[config.mk]
export PLATFORM = sky130hd
export DESIGN_NAME = btpc_div_cell
export DESIGN_NICKNAME = d
export VERILOG_FILES = /design/src/rtl/core/btpc_pkg.sv /design/src/rtl/core/btpc_div_cell.sv
export SDC_FILE = /design/constraint.sdc
export NUM_CORES = 1
export LEC_CHECK = 0
export BUFFER_PORTS_ARGS = -buffer_cell sky130_fd_sc_hd__buf_2
export CORE_MARGIN = 1.5
export CORE_UTILIZATION = 30
export DETAILED_ROUTE_END_ITERATION = 10
export PLACE_DENSITY_LB_ADDON = 0.25
export SYNTH_ARGS = -nofsm -noshare
export SYNTH_HDL_FRONTEND = slang
export SYNTH_SLANG_ARGS = --single-unit
[constraint.sdc]
create_clock -name clk -period 1 [get_ports clk]
set_input_delay 0.2 -clock clk [delete_from_list [all_inputs] [get_ports clk]]
set_output_delay 0.2 -clock clk [all_outputs]
set_load 0.05 [all_outputs]
[src/rtl/core/btpc_pkg.sv]
// Shared types and constants for the barometric compensation block.
package btpc_pkg;

    localparam int DIV_W     = 64;
    localparam int CFG_IDX_W = 2;

    localparam logic [CFG_IDX_W-1:0] CFG_TEMP_COEFFS   = 2'd0;
    localparam logic [CFG_IDX_W-1:0] CFG_PRESS_COEFFS_A = 2'd1;
    localparam logic [CFG_IDX_W-1:0] CFG_PRESS_COEFFS_B = 2'd2;
    localparam logic [CFG_IDX_W-1:0] CFG_PRESS_COEFF_P9 = 2'd3;

    localparam logic signed [63:0] V1_OFFSET   = 64'sd128000;
    localparam logic signed [63:0] PRESS_SCALE = 64'sd3125;
    localparam logic [20:0]        PRESS_FULL  = 21'd1048576;
    localparam logic signed [31:0] TC_ROUND    = 32'sd128;
    localparam logic signed [63:0] X_BIAS      = 64'sh0000_8000_0000_0000;

    typedef struct packed {
        logic        [15:0] t1;
        logic signed [15:0] t2;
        logic signed [15:0] t3;
        logic        [15:0] p1;
        logic signed [15:0] p2;
        logic signed [15:0] p3;
        logic signed [15:0] p4;
        logic signed [15:0] p5;
        logic signed [15:0] p6;
        logic signed [15:0] p7;
        logic signed [15:0] p8;
        logic signed [15:0] p9;
    } coeff_t;

    // results that ride along with the divider
    typedef struct packed {
        logic signed [31:0] tc;
        logic signed [31:0] tf;
        logic               invalid;
        logic               neg;
    } side_t;

    typedef struct packed {
        logic             valid;
        logic [DIV_W-1:0] rem;
        logic [DIV_W-1:0] work;
        logic [DIV_W-1:0] den;
        side_t            side;
    } div_stage_t;

endpackage

[src/rtl/core/btpc_div_cell.sv]
// One restoring-division cell: one quotient bit per item per cycle while en is high.
module btpc_div_cell (
    input  logic                 clk,
    input  logic                 rst_n,
    input  logic                 en,
    input  btpc_pkg::div_stage_t d_in,
    output btpc_pkg::div_stage_t d_out
);
    import btpc_pkg::*;

    logic             valid_reg;
    div_stage_t       data_reg;
    div_stage_t       data_next;
    logic [DIV_W-1:0] trial;
    logic             ge;

    // rem < den <= 2^63, so the shifted remainder fits
    assign trial = {d_in.rem[DIV_W-2:0], d_in.work[DIV_W-1]};
    assign ge    = (trial >= d_in.den);

    always_comb
    begin
        data_next      = d_in;
        data_next.rem  = ge ? (trial - d_in.den) : trial;
        data_next.work = {d_in.work[DIV_W-2:0], ge};
    end

    always_ff @(posedge clk or negedge rst_n)
    begin
        if (!rst_n)
        begin
            valid_reg <= 1'b0;
        end
        else if (en)
        begin
            valid_reg <= d_in.valid;
        end
    end

    always_ff @(posedge clk)
    begin
        if (en)
        begin
            data_reg <= data_next;
        end
    end

    always_comb
    begin
        d_out       = data_reg;
        d_out.valid = valid_reg;
    end

endmodule

==> impl_summary.txt <==
----------------------------------------------------
[Status]
  Outcome ... complete, but fails checks
  Violations in the final reports ... setup timing

[Worst setup path]
  Critical path cell sequence ... buf_8, inv_4, ha_4, fa_2, nand2b_4, a21oi_4, o32ai_2, a21o_1, buf_6, a2111oi_4, or4b_4, nand2_8, buf_12, buf_12, buf_16, o31ai_4
  Data arrival, critical path ... about 3.0 ns
  Required time worst endpoint ... ~1.4 ns
  Crit-path slowest cell ... sky130_fd_sc_hd__fa_2
  Library cell appearing most often on the critical path ... sky130_fd_sc_hd__buf_12
  Critical path class ... primary input to register
  Critical Path Sink Type ... register
  Largest delay contributor family on the critical path ... compound AO/OA/AOI/OAI gates
  Slowest stage delay, CP ... around 0.34 ns
  Sum of buffers and inverters on the critical path ... 6
  Critical-path maximum fanout ... 6
  Startpoint types ... primary input

[Layout]
  Number of fill cells ... roughly 3.3k
  Area taken by multi-input logic gates ... approximately 6000 sq um
  Most common cell after layout, fill and taps aside ... sky130_fd_sc_hd__buf_4
  Post-route standard cell area excluding fillers ... 26100 sq um
  Register Area ... approximately 7800 sq um
  Area growth from synthesis to final layout ... 102%
  Number of flip-flops under the largest register name ... 258
  Commonest cells after routing, fill and taps aside ... sky130_fd_sc_hd__buf_4 (353), sky130_fd_sc_hd__buf_6 (274), sky130_fd_sc_hd__edfxtp_1 (258)
  Total number of nets in the final design ... between 2k and 3k
  Share of post-route cells with drive strength above 1 ... 0.540

[Detailed routing]
  Remaining number of nets flagged by the antenna check after routing ... 0
  Via density per instance ... 4.81
  DR pass1 iterations ... 5
  Average detailed-routed wire length per instance ... 21.4 um
  DRC violation count after routing ... 0
  First DRT Iteration DRCs ... 681
  WL final ... between 50000 and 60000 um
  Via count ... about 13k

[Synth]
  Post-Synthesis Net Count ... 1407
  Post-synth top area share ... 0.599
  Post-synthesis sequential element count ... around 260
  Mux cell area share after synthesis ... 0.00513
  Mapped Area ... 12900 sq um
  Mean cell area of the mapped netlist ... between 10 and 15 sq um
  Fraction of the mapped netlist area in simple logic gates ... 0.0986
  Share of the synthesized area in compound gates (AO/OA/AOI/OAI) ... 0.154
  Dominant combinational cell family by area after synthesis ... compound AO/OA/AOI/OAI gates
  Prevailing post-synth register cell ... sky130_fd_sc_hd__edfxtp_1
  Fraction of registers with async set or reset after synthesis ... 0.00386
  Fraction of synthesized cell area in xor and xnor cells ... 0.0339
  Number of synthesis warnings ... 0
  Cell accounting for the most synthesized area ... sky130_fd_sc_hd__edfxtp_1
  Part of the Yosys area used for sequential elements ... 0.601
  Post-Synth Adder-Cell Area ... 0.0635
  Gate count of the mapped netlist ... between 1k and 1.5k
  Number of distinct library cells after synthesis ... 72
  Post-synth EDFFs ... roughly 260
  Dominant cells by area after synthesis ... sky130_fd_sc_hd__edfxtp_1 (60%), sky130_fd_sc_hd__ha_1 (6.2%), sky130_fd_sc_hd__a21oi_1 (4.1%)

[Die]
  Die area ... 44400 sq um
  Std-Cell Core Area ... about 42000 sq um
  Effective utilization at floorplan ... 0.306
  Die X ... approximately 210 um
  Die Ht ... roughly 210 um
  Boundary Pins ... approximately 520
  Placement Rows ... 75

[Clock tree]
  Number of levels in the clock H-tree ... 1
  Worst-skew pair later-pin latency ... slightly below 0.6 ns
  Root buf cell ... sky130_fd_sc_hd__clkbuf_16
  Clock transition time at the flip-flop clock pins of the worst setup and hold paths ... ~0.070 ns
  Number of sinks on the clock net ... around 260
  TritonCTS clock tree ... yes
  Number of buffers on the longest clock path ... 3
  Number of CTS-inserted buffers ... 30

[Timing]
  Crit path setup slack, layout ... -1.55 ns
  Transition time at the pin with the least slew margin ... 0.558 ns
  Worst-case clock skew ... 0 ns
  RSZ-0062 raised after global routing ... yes
  Post-layout minimum cycle time ... 2.55 ns
  Total count of max-transition violations in the final report ... 0
  Tightest slew margin relative to the limit ... 0.625
  Peak Freq ... slightly below 400 MHz
  Period utilization ... 2.55
  Final hold violation count ... 0
  Worst hold slack ... 0.00917 ns
  Count of endpoints failing setup in the final report ... between 300 and 400

[Placed design]
  HPWL Detailed ... roughly 40000 um
  Port Buffers ... 519
  Final weighted congestion of routability-driven global placement ... between 0.9 and 1
  Placed inst area ... a little under 20000 sq um

[Global routing]
  Pin count of the biggest net entering global routing ... 29
  Global-route usage over all layers ... 0.255
  Global-route wire length before repair ... ~85000 um
  Number of global-route vias before repair ... approximately 14k
  Overall overflow remaining after global route ... 0
  Number of antenna violations at the first check in global routing ... 18

[Worst hold path]
  Class of the worst hold path ... primary input to register

[Power]
  Leakage component of the power ... ~11 nW
  Worst vdd ir ... ~0.0013 V
  P per Cell Area ... 1580 nW/um^2

[Job]
  Reported max-cap violation count ... 0

----------------------------------------------------
through the flow:
stage	setup slack, ns	std cells	util	power [mW]	setup TNS, ns
floorplan	-1.82	1080	-	20.4	-110.92
global placement	-2.32	2461	0.455	25.1	-151.73
detailed placement	-2.41	2461	0.455	25.1	-156.05
CTS	-1.57	2772	0.595	40.4	-187.33
global route	-1.61	2788	0.617	42.6	-194.86
finish	-1.55	2794	0.618	41.2	-181.94
report_power, final:
part | leakage (nW) | switching (mW) | internal (mW)
clock network | 0.516 | 4.94 | 7.05
logic | 8.33 | 8.64 | 6.79
registers | 2.54 | 0.567 | 13.2
worst min-delay path, delay by kind of cell:
| kind | cells | cell delay [ns] |
|---|---|---|
| AOI/OAI and AO/OA | 1 | 0.04 |
| buffers and inverters | 2 | 0.19 |
| and+or+nand+nor | 1 | 0.04 |
layout make-up:
class                   instances  share of cell area
well taps                     539              0.0259
flip-flops and latches        259               0.298
clock inverters                22              0.0107
repair buffers               1150               0.392
inverters                      89              0.0140
multi-input cells             693               0.229
diodes                          8            0.000768
clock buffers                  34              0.0302
cells in the mapped netlist, types with 12 or more instances:
cell type                  number
sky130_fd_sc_hd__o21bai_1      12
sky130_fd_sc_hd__nand4_1       23
sky130_fd_sc_hd__buf_2         15
sky130_fd_sc_hd__a21oi_1      106
sky130_fd_sc_hd__a21o_1        34
sky130_fd_sc_hd__nand3_1       13
sky130_fd_sc_hd__nand2_1       85
sky130_fd_sc_hd__nor3_1        14
sky130_fd_sc_hd__ha_1          64
sky130_fd_sc_hd__clkbuf_1      15
sky130_fd_sc_hd__xor2_1        23
sky130_fd_sc_hd__xnor2_1       27
sky130_fd_sc_hd__edfxtp_1     258
sky130_fd_sc_hd__o21ai_0       54
sky130_fd_sc_hd__nor2_1        79
sky130_fd_sc_hd__inv_1         88
final timing paths:
kind                                  startpoint                    end  slack (ns)  cells past startpoint
max                                    d_in[193]   d_out[254]$_DFFE_PP_       -1.55                     16
min                                    d_in[254]   d_out[255]$_DFFE_PP_       0.009                      4
max reg2reg                valid_reg$_DFFE_PN0P_  valid_reg$_DFFE_PN0P_        0.23                      1
min reg2reg                valid_reg$_DFFE_PN0P_  valid_reg$_DFFE_PN0P_        0.55                      1
max in group asynchronous                  rst_n  valid_reg$_DFFE_PN0P_        0.42                      3
min in group asynchronous                  rst_n  valid_reg$_DFFE_PN0P_        0.47                      3
cell families after synthesis:
| family | count (synthesis) |
|---|---|
| AOI/OAI and AO/OA | 306 |
| xor gates and xnor gates | 50 |
| adders and majority gates | 65 |
| buffers and inverters | 128 |
| DFF | 259 |
| muxes | 5 |
| and+or+nand+nor | 267 |
repair_timing:
| action | in CTS | in global routing |
|---|---|---|
| hold buffers | 230 | 0 |
| endpoints found under the setup margin | 324 | 324 |
| endpoints found under the hold margin | 229 | 0 |
| gates resized for setup | 667 | 188 |
| buffers inserted | 20 | 20 |
| pin swaps | 43 | 50 |
| gates cloned | 7 | 4 |
layer usage:
| layer | up-vias | global-route usage | routed length [um] |
|---|---|---|---|
| li1 | 6336 | - | - |
| met1 | 6488 | 0.286 | 22400 |
| met2 | 477 | 0.467 | 30900 |
| met3 | 124 | 0.0533 | 3760 |
| met4 | 12 | 0.108 | 2710 |
| met5 | - | 0 | 79 |
Power figures use the tool's default switching activity.
